**src/rtl/gsd_pkg.sv**
```systemverilog
// Shared types and codes of the GNSS sentence deframer.
package gsd_pkg;

	localparam int unsigned BYTE_W = 8;
	localparam int unsigned LEN_W  = 16;

	// result kinds
	localparam logic [1:0] KIND_PAYLOAD = 2'd0;
	localparam logic [1:0] KIND_TEXT    = 2'd1;
	localparam logic [1:0] KIND_END     = 2'd2;

	// frame end status codes
	localparam logic [2:0] STAT_BIN_OK    = 3'd0;
	localparam logic [2:0] STAT_CSUM_BAD  = 3'd1;
	localparam logic [2:0] STAT_SYNC2_BAD = 3'd2;
	localparam logic [2:0] STAT_TOO_LONG  = 3'd3;
	localparam logic [2:0] STAT_TEXT_OK   = 3'd4;
	localparam logic [2:0] STAT_TEXT_OVF  = 3'd5;
	localparam logic [2:0] STAT_UNSUPP    = 3'd6;
	localparam logic [2:0] STAT_TIMEOUT   = 3'd7;

	// special characters
	localparam logic [7:0] CH_START = 8'h24;
	localparam logic [7:0] CH_OTHER = 8'hD3;
	localparam logic [7:0] CH_CR    = 8'h0D;
	localparam logic [7:0] CH_LF    = 8'h0A;

	// register indexes on the configuration port
	localparam logic [1:0] REG_SYNC_FIRST  = 2'd0;
	localparam logic [1:0] REG_SYNC_SECOND = 2'd1;
	localparam logic [1:0] REG_BIN_MAX     = 2'd2;
	localparam logic [1:0] REG_TEXT_MAX    = 2'd3;

	localparam int unsigned TDATA_W = 48;

	typedef struct packed {
		logic [7:0]  sync_first;
		logic [7:0]  sync_second;
		logic [15:0] bin_max;
		logic [7:0]  text_max;
	} cfg_t;

	typedef struct packed {
		logic [1:0]  kind;
		logic [7:0]  out_byte;
		logic [7:0]  msg_class;
		logic [7:0]  msg_id;
		logic [15:0] frame_length;
		logic [2:0]  frame_status;
		logic        frame_last;
	} result_t;

endpackage

```
**src/rtl/gsd_front.sv**
```systemverilog
// Front end of the deframer: accepts bytes, runs the frame parser, builds result records.
module gsd_front (
	input  logic             clk,
	input  logic             arst_n,
	input  gsd_pkg::cfg_t    cfg,
	input  logic             in_valid,
	input  logic [7:0]       in_byte,
	input  logic             in_tmo,
	input  logic             queue_full,
	output logic             in_ready,
	output logic             push,
	output gsd_pkg::result_t rec
);

	localparam logic [3:0] ST_IDLE    = 4'd0;
	localparam logic [3:0] ST_SYNC2   = 4'd1;
	localparam logic [3:0] ST_CLASS   = 4'd2;
	localparam logic [3:0] ST_ID      = 4'd3;
	localparam logic [3:0] ST_LEN_LO  = 4'd4;
	localparam logic [3:0] ST_LEN_HI  = 4'd5;
	localparam logic [3:0] ST_PAYLOAD = 4'd6;
	localparam logic [3:0] ST_CK_A    = 4'd7;
	localparam logic [3:0] ST_CK_B    = 4'd8;
	localparam logic [3:0] ST_TEXT    = 4'd9;

	logic [3:0]  state_q, state_d;
	logic [7:0]  class_q, class_d;
	logic [7:0]  id_q, id_d;
	logic [15:0] len_q, len_d;
	logic [15:0] count_q, count_d;
	logic [7:0]  sum_a_q, sum_a_d;
	logic [7:0]  sum_b_q, sum_b_d;
	logic [7:0]  rx_a_q, rx_a_d;
	logic        cr_q, cr_d;

	logic        fire;
	logic        active;
	logic [7:0]  sa_add;
	logic [7:0]  sb_add;
	logic [15:0] count_inc;
	logic [15:0] len_hi;
	logic        text_end;

	assign in_ready  = !queue_full;
	assign fire      = in_valid && in_ready;
	assign active    = (state_q >= ST_SYNC2) && (state_q <= ST_TEXT);
	assign sa_add    = sum_a_q + in_byte;
	assign sb_add    = sum_b_q + sa_add;
	assign count_inc = count_q + 16'd1;
	assign len_hi    = {in_byte, len_q[7:0]};
	assign text_end  = cr_q && (in_byte == gsd_pkg::CH_LF);

	always_comb begin
		state_d = state_q;
		class_d = class_q;
		id_d    = id_q;
		len_d   = len_q;
		count_d = count_q;
		sum_a_d = sum_a_q;
		sum_b_d = sum_b_q;
		rx_a_d  = rx_a_q;
		cr_d    = cr_q;
		push    = 1'b0;
		rec     = '0;
		if (in_tmo) begin
			state_d = ST_IDLE;
			if (active) begin
				push              = 1'b1;
				rec.kind          = gsd_pkg::KIND_END;
				rec.frame_length  = (state_q == ST_TEXT) ? count_q : len_q;
				rec.frame_status  = gsd_pkg::STAT_TIMEOUT;
				rec.frame_last    = 1'b1;
			end
		end else begin
			unique case (state_q)
				ST_SYNC2: begin
					if (in_byte != cfg.sync_second) begin
						state_d          = ST_IDLE;
						push             = 1'b1;
						rec.kind         = gsd_pkg::KIND_END;
						rec.frame_length = len_q;
						rec.frame_status = gsd_pkg::STAT_SYNC2_BAD;
						rec.frame_last   = 1'b1;
					end else begin
						state_d = ST_CLASS;
					end
				end
				ST_CLASS: begin
					class_d = in_byte;
					sum_a_d = sa_add;
					sum_b_d = sb_add;
					state_d = ST_ID;
				end
				ST_ID: begin
					id_d    = in_byte;
					sum_a_d = sa_add;
					sum_b_d = sb_add;
					state_d = ST_LEN_LO;
				end
				ST_LEN_LO: begin
					len_d   = {8'd0, in_byte};
					sum_a_d = sa_add;
					sum_b_d = sb_add;
					state_d = ST_LEN_HI;
				end
				ST_LEN_HI: begin
					len_d   = len_hi;
					sum_a_d = sa_add;
					sum_b_d = sb_add;
					if (len_hi > cfg.bin_max) begin
						state_d          = ST_IDLE;
						push             = 1'b1;
						rec.kind         = gsd_pkg::KIND_END;
						rec.frame_length = len_hi;
						rec.frame_status = gsd_pkg::STAT_TOO_LONG;
						rec.frame_last   = 1'b1;
					end else begin
						state_d = (len_hi == 16'd0) ? ST_CK_A : ST_PAYLOAD;
					end
				end
				ST_PAYLOAD: begin
					sum_a_d          = sa_add;
					sum_b_d          = sb_add;
					count_d          = count_inc;
					if (count_inc >= len_q) begin
						state_d = ST_CK_A;
					end
					push             = 1'b1;
					rec.kind         = gsd_pkg::KIND_PAYLOAD;
					rec.out_byte     = in_byte;
					rec.frame_length = len_q;
				end
				ST_CK_A: begin
					rx_a_d  = in_byte;
					state_d = ST_CK_B;
				end
				ST_CK_B: begin
					state_d          = ST_IDLE;
					push             = 1'b1;
					rec.kind         = gsd_pkg::KIND_END;
					rec.frame_length = len_q;
					rec.frame_status = ((rx_a_q == sum_a_q) && (in_byte == sum_b_q)) ?
						gsd_pkg::STAT_BIN_OK : gsd_pkg::STAT_CSUM_BAD;
					rec.frame_last   = 1'b1;
				end
				ST_TEXT: begin
					count_d          = count_inc;
					cr_d             = (in_byte == gsd_pkg::CH_CR);
					push             = 1'b1;
					rec.frame_length = count_inc;
					if (text_end) begin
						state_d          = ST_IDLE;
						rec.kind         = gsd_pkg::KIND_END;
						rec.frame_status = gsd_pkg::STAT_TEXT_OK;
						rec.frame_last   = 1'b1;
					end else if (count_inc >= {8'd0, cfg.text_max}) begin
						state_d          = ST_IDLE;
						rec.kind         = gsd_pkg::KIND_END;
						rec.frame_status = gsd_pkg::STAT_TEXT_OVF;
						rec.frame_last   = 1'b1;
					end else begin
						rec.kind     = gsd_pkg::KIND_TEXT;
						rec.out_byte = in_byte;
					end
				end
				default: begin
					// idle and unused codes: clear the frame context, classify the start byte
					state_d = ST_IDLE;
					class_d = '0;
					id_d    = '0;
					len_d   = '0;
					count_d = '0;
					sum_a_d = '0;
					sum_b_d = '0;
					rx_a_d  = '0;
					cr_d    = 1'b0;
					if (in_byte == cfg.sync_first) begin
						state_d = ST_SYNC2;
					end else if (in_byte == gsd_pkg::CH_START) begin
						state_d          = ST_TEXT;
						count_d          = 16'd1;
						push             = 1'b1;
						rec.kind         = gsd_pkg::KIND_TEXT;
						rec.out_byte     = in_byte;
						rec.frame_length = 16'd1;
					end else if (in_byte == gsd_pkg::CH_OTHER) begin
						push             = 1'b1;
						rec.kind         = gsd_pkg::KIND_END;
						rec.frame_status = gsd_pkg::STAT_UNSUPP;
						rec.frame_last   = 1'b1;
					end
				end
			endcase
		end
		rec.msg_class = class_d;
		rec.msg_id    = id_d;
		push          = push && fire;
	end

	always_ff @(posedge clk or negedge arst_n) begin
		if (!arst_n) begin
			state_q <= ST_IDLE;
			class_q <= '0;
			id_q    <= '0;
			len_q   <= '0;
			count_q <= '0;
			sum_a_q <= '0;
			sum_b_q <= '0;
			rx_a_q  <= '0;
			cr_q    <= 1'b0;
		end else if (fire) begin
			state_q <= state_d;
			class_q <= class_d;
			id_q    <= id_d;
			len_q   <= len_d;
			count_q <= count_d;
			sum_a_q <= sum_a_d;
			sum_b_q <= sum_b_d;
			rx_a_q  <= rx_a_d;
			cr_q    <= cr_d;
		end
	end

	a_end_to_idle: assert property (@(posedge clk) disable iff (!arst_n)
		(push && rec.frame_last) |=> (state_q == ST_IDLE))
		else $error("frame end did not return parser to idle");

	a_payload_count: assert property (@(posedge clk) disable iff (!arst_n)
		(state_q == ST_PAYLOAD) |-> (count_q < len_q))
		else $error("payload count reached declared length inside payload");

	a_text_count: assert property (@(posedge clk) disable iff (!arst_n)
		(state_q == ST_TEXT) |-> (count_q != 16'd0))
		else $error("text sentence without start character count");

endmodule

```
**src/rtl/gsd_fifo.sv**
```systemverilog
// Short result queue between the parser and the output stage.
module gsd_fifo #(
	parameter int unsigned DEPTH = 4
) (
	input  logic             clk,
	input  logic             arst_n,
	input  logic             push,
	input  gsd_pkg::result_t push_data,
	input  logic             pop,
	output gsd_pkg::result_t pop_data,
	output logic             full,
	output logic             empty
);

	localparam int unsigned PTR_W = (DEPTH > 1) ? $clog2(DEPTH) : 1;
	localparam int unsigned CNT_W = $clog2(DEPTH + 1);
	localparam logic [PTR_W-1:0] PTR_LAST = PTR_W'(DEPTH - 1);
	localparam logic [CNT_W-1:0] CNT_FULL = CNT_W'(DEPTH);

	gsd_pkg::result_t  mem_q [DEPTH];
	logic [PTR_W-1:0]  wr_ptr_q;
	logic [PTR_W-1:0]  rd_ptr_q;
	logic [CNT_W-1:0]  count_q;

	assign full     = (count_q == CNT_FULL);
	assign empty    = (count_q == '0);
	assign pop_data = mem_q[rd_ptr_q];

	always_ff @(posedge clk) begin
		if (push) begin
			mem_q[wr_ptr_q] <= push_data;
		end
	end

	always_ff @(posedge clk or negedge arst_n) begin
		if (!arst_n) begin
			wr_ptr_q <= '0;
			rd_ptr_q <= '0;
			count_q  <= '0;
		end else begin
			if (push) begin
				wr_ptr_q <= (wr_ptr_q == PTR_LAST) ? '0 : wr_ptr_q + 1'b1;
			end
			if (pop) begin
				rd_ptr_q <= (rd_ptr_q == PTR_LAST) ? '0 : rd_ptr_q + 1'b1;
			end
			if (push && !pop) begin
				count_q <= count_q + 1'b1;
			end else if (pop && !push) begin
				count_q <= count_q - 1'b1;
			end
		end
	end

endmodule

```
**src/rtl/gsd_back.sv**
```systemverilog
// Output stage: pops result records and holds them on the master stream.
module gsd_back (
	input  logic                        clk,
	input  logic                        arst_n,
	input  logic                        q_empty,
	input  gsd_pkg::result_t            q_data,
	output logic                        q_pop,
	output logic                        m_tvalid,
	input  logic                        m_tready,
	output logic [gsd_pkg::TDATA_W-1:0] m_tdata,
	output logic [1:0]                  m_tuser,
	output logic                        m_tlast
);

	logic             valid_q;
	gsd_pkg::result_t out_q;

	assign q_pop = !q_empty && (!valid_q || m_tready);

	always_ff @(posedge clk or negedge arst_n) begin
		if (!arst_n) begin
			valid_q <= 1'b0;
		end else if (!valid_q || m_tready) begin
			valid_q <= !q_empty;
		end
	end

	always_ff @(posedge clk) begin
		if (q_pop) begin
			out_q <= q_data;
		end
	end

	assign m_tvalid = valid_q;
	assign m_tdata  = {5'd0, out_q.frame_status, out_q.frame_length, out_q.msg_id,
		out_q.msg_class, out_q.out_byte};
	assign m_tuser  = out_q.kind;
	assign m_tlast  = out_q.frame_last;

endmodule

```
**src/rtl/gnss_sentence_deframer.sv**
```systemverilog
// Top level of the GNSS sentence deframer: register port, parser, result queue, output stage.
// Throughput: one byte per cycle while the queue has room; every accepted byte makes zero or one result.
// A result reaches the master stream by way of the result queue, which the byte's transfer writes,
// and the output register, which loads it from the queue once that register is free or its record is taken.
// The queue holds QUEUE_DEPTH records; s_tready drops only while it is full.
// Reset (arst_n low) returns the parser to idle, empties the queue and loads register defaults.
module gnss_sentence_deframer #(
	parameter int unsigned QUEUE_DEPTH = 4
) (
	input  logic                        clk,
	input  logic                        arst_n,
	// input byte stream
	input  logic                        s_tvalid,
	output logic                        s_tready,
	input  logic [7:0]                  s_tdata,  // [7:0] data_byte
	input  logic [0:0]                  s_tuser,  // [0] gap_timeout
	// result stream
	output logic                        m_tvalid,
	input  logic                        m_tready,
	// [7:0] out_byte, [15:8] message_class, [23:16] message_id,
	// [39:24] frame_length, [42:40] frame_status, [47:43] zero
	output logic [gsd_pkg::TDATA_W-1:0] m_tdata,
	output logic [1:0]                  m_tuser,  // [1:0] result_kind
	output logic                        m_tlast,  // frame_last
	// register port
	input  logic                        psel,
	input  logic                        penable,
	input  logic                        pwrite,
	input  logic [3:0]                  paddr,
	input  logic [31:0]                 pwdata,
	output logic [31:0]                 prdata,
	output logic                        pready
);

	gsd_pkg::cfg_t    cfg_q;
	logic             cfg_wr;
	logic             q_full;
	logic             q_empty;
	logic             q_push;
	logic             q_pop;
	gsd_pkg::result_t q_in;
	gsd_pkg::result_t q_out;

	// Register file: sync bytes and length limits. Write on the access cycle.
	assign pready = 1'b1;
	assign cfg_wr = psel && penable && pwrite && pready;

	always_ff @(posedge clk or negedge arst_n) begin
		if (!arst_n) begin
			cfg_q.sync_first  <= 8'd181;
			cfg_q.sync_second <= 8'd98;
			cfg_q.bin_max     <= 16'd128;
			cfg_q.text_max    <= 8'd128;
		end else if (cfg_wr) begin
			unique case (paddr[3:2])
				gsd_pkg::REG_SYNC_FIRST:  cfg_q.sync_first  <= pwdata[7:0];
				gsd_pkg::REG_SYNC_SECOND: cfg_q.sync_second <= pwdata[7:0];
				gsd_pkg::REG_BIN_MAX:     cfg_q.bin_max     <= pwdata[15:0];
				gsd_pkg::REG_TEXT_MAX:    cfg_q.text_max    <= pwdata[7:0];
				default: ;
			endcase
		end
	end

	// Read back the addressed register, zero extended.
	always_comb begin
		unique case (paddr[3:2])
			gsd_pkg::REG_SYNC_FIRST:  prdata = {24'd0, cfg_q.sync_first};
			gsd_pkg::REG_SYNC_SECOND: prdata = {24'd0, cfg_q.sync_second};
			gsd_pkg::REG_BIN_MAX:     prdata = {16'd0, cfg_q.bin_max};
			gsd_pkg::REG_TEXT_MAX:    prdata = {24'd0, cfg_q.text_max};
			default:                  prdata = '0;
		endcase
	end

	// Front: take a byte whenever the queue has room, advance the parser,
	// push the record that the byte causes.
	gsd_front u_front (
		.clk        (clk),
		.arst_n     (arst_n),
		.cfg        (cfg_q),
		.in_valid   (s_tvalid),
		.in_byte    (s_tdata),
		.in_tmo     (s_tuser[0]),
		.queue_full (q_full),
		.in_ready   (s_tready),
		.push       (q_push),
		.rec        (q_in)
	);

	// Queue: decouple the parser from output back-pressure.
	gsd_fifo #(
		.DEPTH (QUEUE_DEPTH)
	) u_fifo (
		.clk       (clk),
		.arst_n    (arst_n),
		.push      (q_push),
		.push_data (q_in),
		.pop       (q_pop),
		.pop_data  (q_out),
		.full      (q_full),
		.empty     (q_empty)
	);

	// Back: hold each record in the output register until its transfer.
	gsd_back u_back (
		.clk      (clk),
		.arst_n   (arst_n),
		.q_empty  (q_empty),
		.q_data   (q_out),
		.q_pop    (q_pop),
		.m_tvalid (m_tvalid),
		.m_tready (m_tready),
		.m_tdata  (m_tdata),
		.m_tuser  (m_tuser),
		.m_tlast  (m_tlast)
	);

endmodule

```
**config.mk**
```make
export PLATFORM = sky130hd
export DESIGN_NAME = gnss_sentence_deframer
export DESIGN_NICKNAME = d
export VERILOG_FILES = /design/src/rtl/gsd_pkg.sv /design/src/rtl/gsd_front.sv /design/src/rtl/gsd_fifo.sv /design/src/rtl/gsd_back.sv /design/src/rtl/gnss_sentence_deframer.sv
export SDC_FILE = /design/constraint.sdc
export NUM_CORES = 1
export LEC_CHECK = 0
export BUFFER_PORTS_ARGS = -buffer_cell sky130_fd_sc_hd__buf_2
export CAP_MARGIN = 20
export CORE_UTILIZATION = 25
export DETAILED_ROUTE_END_ITERATION = 16
export SLEW_MARGIN = 0
export SYNTH_ARGS = -nofsm -noshare
export SYNTH_HDL_FRONTEND = slang
export SYNTH_SLANG_ARGS = --single-unit
```
**constraint.sdc**
```tcl
create_clock -name clk -period 8 [get_ports clk]
set_input_delay 2 -clock clk [delete_from_list [all_inputs] [get_ports clk]]
set_output_delay 2 -clock clk [all_outputs]
set_load 0.05 [all_outputs]
```
==> results_dict.tcl, run 1 <==
set metrics [dict create \
    period_needed_ps 5240 \
    pre_cts_slack_ps 2140 \
    min_from "u_front.class_q[6]$_DFFE_PN0P_" \
    worst_pin_slew_ps 996 \
    antenna_found_initial 4 \
    clkSinkCount 350 \
    drive_gt1_share_pct 20.4 \
    synth_cell_types 72 \
    numCtsBuffers 39 \
    synthTopCellsByArea "edfxtp_1 (40%), dfrtp_1 (17%), mux4_2 (7.1%), ha_1 (4.6%), nand2_1 (2.9%)" \
    synth-async-reset-ratio_pct 35.7 \
    first_pass_iters 11 \
    ir_drop_mv 0.178 \
    cts_tree "yes" \
    overflow 0 \
    grt_max_degree 72 \
    place_congestion 0.822 \
    tns_ps 0 \
    ant_nets 0 \
    num_vias 10700 \
    clkTransAtPathRegs_ps 60 \
    ctsRootBufferMaster "clkbuf_16" \
    area_growth_pct 16.1 \
    yosysSeqAreaShare_pct 59.2 \
    yosysTopAreaCellShare_pct 40.4 \
    rows 94 \
    grt_usage_pct 11.9 \
    synthCells 1282 \
    worstSetupStartpoint "s_tdata[5]" \
    die_area_mm2 0.0679 \
    numPortBuffers 97 \
    finClkSkew_ps 15.1 \
    outcome "finished, violations left" \
    required_ps 8260 \
    cp_slowest_cell "and2_2" \
    period_share_pct 65.5 \
    place_hpwl_mm 26.8 \
    hp-class "flop to flop" \
    wl_per_cell_um 17.6 \
    fin_ws_ps 2760 \
    cpMostUsedCell "buf_4" \
    worstPathArrival_ps 5500 \
    clock_latency_ps 560 \
    final_max_slew_viol_count 0 \
    maxCapViolCount 0 \
    power_density_mw_per_mm2 288 \
    synth_edf_count 225 \
    slew_headroom_pct 33.6 \
    drtIter0Drc 814 \
    critPathMaxStageDelay_ps 810 \
    p_leak_nw 7.57 \
    pin_count 138 \
    synth_seq_cells 350 \
    cts_buffer_depth 3 \
    start_util_pct 25.3 \
    grt_pass1_vias 10700 \
    cts_hold_buf 0 \
    hold_violations 0 \
    core_region_area_mm2 0.0660 \
    finalSetupViolations 0 \
    fp.dieW_um 261 \
    yosys-top-cells-count "edfxtp_1 (225), nand2_1 (131), dfrtp_1 (115), o21ai_0 (84), inv_1 (68)" \
    synth.largest_area_cell "edfxtp_1" \
    nNetsFinal 1490 \
    grt_pass1_wl_mm 62.5 \
    violations "DRC" \
    crit_fanout 32 \
    ctsResizeCount 0 \
    drt_wl_total_mm 40.0 \
    crit_path_start_kind "input pin" \
    crit_type "input pin to flop" \
    crit_chain "buf_2 -> ha_1 -> nand4_1 -> or2_2 -> o311a_1 -> nor4_2 -> buf_4 -> o221a_2 -> and2_2 -> buf_4" \
    rsz0062_at_grt "false" \
    syn_area_per_cell_um2 13.0 \
    post_cts_buffers 0 \
    synth_top_flop_cell "edfxtp_1" \
    drc 12 \
    end_kind "flop" \
    num_antenna_cells 0 \
    yosys_warnings 0 \
    h-tree-depth 2 \
    vias_per_cell 4.73 \
    dieHeight_um 261 \
    fmax_ghz 0.191 \
    post_synth_instance_area_mm2 0.0167 \
    yosysMostFrequentCell "edfxtp_1" \
    worstReg2RegStart "u_front.count_q[2]$_DFFE_PN0P_" \
]
==> kinds of logic after synthesis <==
group	after synthesis	synth area share [%]
muxes	80	8.96
DFF	350	59.2
buffers and inverters	156	4.13
and+or+nand+nor	327	9.60
AOI/OAI and AO/OA	241	9.91
other	2	0.0449
xor gates and xnor gates	62	3.25
adders and majority gates	64	4.92
==> flip-flops by register name (all words and copies together) (netlist names), 3 cells and up <==
signal and flops:
u_front.state_q 4, u_front.sum_b_q 8, u_front.id_q 8, u_front.sum_a_q 8, u_front.class_q 8, u_back.m_tdata 43
u_front.rx_a_q 8, u_fifo.count_q 3, u_fifo.mem_q 180, u_front.len_q 16, cfg_q 40, u_front.count_q 16
==> where the power goes <==
part / internal, mW / switching [mW]
sequential: 2.20 / 0.156
clock: 1.04 / 0.748
combinational: 0.458 / 0.990
total: 3.71 / 1.89
==> worst paths after layout <==
path	to	slack, ps	depth (start not counted)
hold / removal	u_front.class_q[6]$_DFFE_PN0P_	480	2
setup reg to reg	u_fifo.mem_q[1][41]$_DFFE_PP_	3780	14
setup / recovery	u_fifo.mem_q[0][29]$_DFFE_PP_	2760	10
min in group asynchronous	u_front.sum_a_q[2]$_DFFE_PN0P_	1490	1
hold reg to reg	u_front.class_q[6]$_DFFE_PN0P_	480	2
max in group asynchronous	u_fifo.rd_ptr_q[1]$_DFFE_PN0P_	4950	2
==> placed cells by master, fill, tap and decap left out, drive strengths merged, types with 4 or more instances in the layout <==
cell type,netlist,layout
a311oi,5,5
mux2,25,25
o31ai,11,11
xor2,37,37
a21o,16,16
mux4,53,53
clkbuf,47,53
clkinv,1,15
nand2b,8,8
conb,2,22
nor2,55,55
a221oi,14,14
nand3,32,32
nor2b,20,20
nor3,13,13
and2,16,16
edfxtp,225,225
o21a,4,4
dfstp,10,10
a21oi,30,30
nand2,131,131
nor4,18,18
a221o,6,6
o21ai,87,87
buf,40,117
a211oi,4,4
dfrtp,115,115
a22o,37,37
xnor2,25,25
ha,61,61
inv,68,69
nand4,16,16
o41ai,7,7
==> metrics by stage <==
| stage | instances | hold WS [ps] | area [um2] | util (%) | power [mW] |
|---|---|---|---|---|---|
| after CTS | 2267 | 479 | 19400 | 29.4 | 5.68 |
| after floorplan | 1302 | 446 | 16800 | - | 3.47 |
| after global routing | 2269 | 492 | 19400 | 29.4 | 5.86 |
| final | 2269 | 478 | 19400 | 29.4 | 5.60 |
| after global placement | 2195 | 459 | 18100 | 27.5 | 3.84 |
| after detailed placement | 2195 | 464 | 18100 | 27.5 | 3.87 |
==> routing by layer <==
metal,wire [um],vias to the layer above,track usage [%]
li1,-,4915,-
met1,18800,5424,16.9
met2,18000,327,18.3
met3,2470,56,2.39
met4,776,0,3.43
met5,0,-,0
==> worst max-delay path, delay by kind of cell <==
family | cells | cell delay, ps
adders and majority gates | 1 | 370
and+or+nand+nor | 4 | 1540
AOI/OAI and AO/OA | 2 | 750
buffers and inverters | 3 | 810
==> area by class of cell <==
cell class	instances	area, um2
Clock buffer	52	1060
Fill cell	6624	46600
Inverter	69	259
Timing Repair Buffer	118	649
Clock inverter	20	218
Multi-Input combinational cell	796	6240
Tap cell	864	1080
Sequential cell	350	9900
No activity file was read; power rests on OpenSTA's default activity.
==> inputs of run 2 (changes only) <==
Settings changed: ABC_AREA set to 1.
Clock period 8 ns to 4.35 ns, I/O delays scaled along.
==> results_dict.tcl, run 2 <==
set metrics [dict create \
    final_common_cell "nand2_1" \
    ff2ff_path_depth 17 \
    grt_max_degree 93 \
    maxCapViolCount 0 \
    post_synth_instance_area_mm2 0.0169 \
    syn_area_per_cell_um2 9.91 \
    ctsRootBufferMaster "clkbuf_16" \
    finClkSkew_ps 17.1 \
    synth_top_family_by_area "simple AND/OR/NAND/NOR gates" \
    ant_nets 0 \
    stdcell_area_mm2 0.0198 \
    overflow 0 \
    largest_register_ffs 180 \
    yosysMostFrequentCell "nand2_1" \
    cts_buffer_depth 3 \
    crit_chain "inv_1 -> nor2_4 -> nand3_2 -> nor2_4 -> xor2_1 -> inv_1 -> ha_1 -> nand2_1 -> o21ai_0 -> nor2_1 -> nand2_1 -> nor2_2 -> nand2_2 -> nor2_4 -> nand2_1 -> nand2_1 -> o21ai_0" \
    antenna_found_initial 2 \
    yosysTopAreaCellShare_pct 39.9 \
    worstSetupStartpoint "u_front.count_q[0]$_DFFE_PN0P_" \
    start_util_pct 25.3 \
    rrSetupSlack_ps 680 \
    crit_path_start_kind "flop" \
    fp.dieW_um 262 \
    synth_top_flop_cell "edfxtp_1" \
    dieHeight_um 262 \
    fin_ws_ps 682 \
    vias_per_cell 4.68 \
    synth_cell_types 50 \
    place_congestion 0.897 \
    rsz0062_at_grt "false" \
    core_region_area_mm2 0.0670 \
    die_area_mm2 0.0688 \
    pre_cts_slack_ps 292 \
    cpMostUsedCell "nand2_1" \
    pin_count 138 \
    wl_per_cell_um 16.2 \
    synth_edf_count 225 \
    worstPathArrival_ps 3920 \
    drive_gt1_share_pct 13.2 \
    grt_pass1_vias 12400 \
    period_share_pct 84.3 \
    cts_hold_buf 0 \
    crit_cells 17 \
    rows 95 \
    grt_usage_pct 12.6 \
    yosys.area_share.simple_pct 14.6 \
    synthCells 1708 \
    hp-class "flop to flop" \
    ir_drop_mv 0.235 \
    nFillCells 6988 \
    clkTransAtPathRegs_ps 60 \
    crit_buf_inv 2 \
    yosys.area_share.xor_xnor_pct 2.02 \
    outcome "complete, no violations" \
    yosys-top-cells-count "nand2_1 (266), o21ai_0 (226), edfxtp_1 (225), inv_1 (183), nor2_1 (178)" \
    grt_pass1_wl_mm 69.2 \
    synth.largest_area_cell "edfxtp_1" \
    fin_cells 2714 \
    synthAdderAreaFrac_pct 4.86 \
    ctsResizeCount 0 \
    final_max_slew_viol_count 0 \
    drc 0 \
    finalSetupViolations 0 \
    endpoint "u_fifo.mem_q[1][3]$_DFFE_PP_" \
    critPathMaxStageDelay_ps 550 \
    required_ps 4600 \
    period_needed_ps 3670 \
    post_cts_buffers 0 \
    num_antenna_cells 0 \
    regToRegEndpoint "u_fifo.mem_q[1][3]$_DFFE_PP_" \
    p_leak_nw 8.02 \
    worst_pin_slew_ps 1010 \
    worstReg2RegStart "u_front.count_q[0]$_DFFE_PN0P_" \
    synthTopCellsByArea "edfxtp_1 (40%), dfrtp_1 (17%), o21ai_0 (6.7%), nand2_1 (5.9%), ha_1 (4.5%)" \
    first_pass_iters 5 \
    cp_slowest_cell "o21ai_0" \
    hold_violations 0 \
    crit_type "flop to flop" \
    synth_compound_area_share_pct 13.2 \
    numPortBuffers 97 \
    most-common-layout-cells "nand2_1 (266), o21ai_0 (226), edfxtp_1 (225)" \
    fmax_ghz 0.273 \
    synthMuxAreaShare_pct 0 \
    dp_cells 2648 \
    nNetsFinal 1930 \
    crit_fanout 6 \
    power_density_mw_per_mm2 557 \
    critPathTopFamily "simple AND/OR/NAND/NOR gates" \
    place_hpwl_mm 29.5 \
    num_vias 12700 \
    numCtsBuffers 37 \
    dpl_cell_area_mm2 0.0185 \
    area_growth_pct 17.0 \
    tns_ps 0 \
    regMostFlops "u_fifo.mem_q" \
    end_kind "flop" \
    clock_latency_ps 550 \
    cts_tree "yes" \
    clkSinkCount 350 \
    synth-async-reset-ratio_pct 35.7 \
    h-tree-depth 2 \
    yosys_warnings 0 \
    synth_seq_cells 350 \
    slew_headroom_pct 32.5 \
    yosysSeqAreaShare_pct 58.4 \
    drt_wl_total_mm 44.0 \
    drtIter0Drc 998 \
]
[run 2: changes by cell type after synthesis, moves of 15 or more]
cell and delta:
o21ai_0 +142, nand2_1 +135, nor2b_1 -20, mux2_2 -24
nor2_1 +123, mux4_2 -53, nand3_1 +25, a22o_1 -32
and2_1 -16, a21oi_1 +21, xor2_1 -23, nor4_1 -15
o22ai_1 +93, inv_1 +115
[run 2: tightest hold or removal path, delay by kind of cell (launching register included)]
family	cells	cell delay (ps)
flops	1	370
compound gates	1	70
simple gates	1	50
[run 2: report_power, final]
part,internal [mW],switching (mW),leakage [nW],total (mW)
Clock,2.04,1.34,0.619,3.38
Sequential,4.11,0.183,3.74,4.29
Combinational,0.784,2.57,3.66,3.36
[run 2: how the worst min path moves through the flow]
stage | endpoint | from | depth (start not counted) | slack (ps)
final | cfg_q[7]$_DFFE_PN1P_ | cfg_q[7]$_DFFE_PN1P_ | 2 | 490
after global routing | cfg_q[6]$_DFFE_PN0P_ | cfg_q[6]$_DFFE_PN0P_ | 2 | 520
after CTS | cfg_q[4]$_DFFE_PN0P_ | cfg_q[4]$_DFFE_PN0P_ | 2 | 490
after detailed placement | cfg_q[4]$_DFFE_PN0P_ | cfg_q[4]$_DFFE_PN0P_ | 2 | 480
after global placement | cfg_q[1]$_DFFE_PN0P_ | cfg_q[1]$_DFFE_PN0P_ | 2 | 470
after floorplan | cfg_q[1]$_DFFE_PN0P_ | cfg_q[1]$_DFFE_PN0P_ | 2 | 450
[run 2: logic make-up after synthesis]
logic type	after synthesis
compound gates	404
xor+xnor	39
fa+ha+maj	64
buf+inv	276
flops	350
other cells	2
simple gates	573
[run 2: final cells by class]
| type | count | area [um2] | share of cell area [%] |
|---|---|---|---|
| multi-input cells | 1102 | 6000 | 30.3 |
| flip-flops and latches | 350 | 9900 | 50.0 |
| repair buffers | 130 | 786 | 3.97 |
| inverters | 193 | 727 | 3.67 |
| well taps | 873 | 1090 | 5.51 |
| clock buffers | 43 | 980 | 4.95 |
| clock inverters | 23 | 322 | 1.62 |
[run 2: through the flow]
step	hold slack (ps)	utilization [%]	total power, mW
after floorplan	453	-	6.79
after global placement	468	27.6	7.69
after detailed placement	477	27.6	7.76
after CTS	492	29.5	11.2
after global routing	519	29.5	11.6
final	491	29.5	11.0
[run 2: metal layers]
layer  GRT usage [%]  vias up  routed length, um
met4            3.55        2                860
met5               0        -                 13
met3            2.17       60               2630
met2            20.1      398              20000
met1            17.6     6176              20500
li1                -     6059                  -
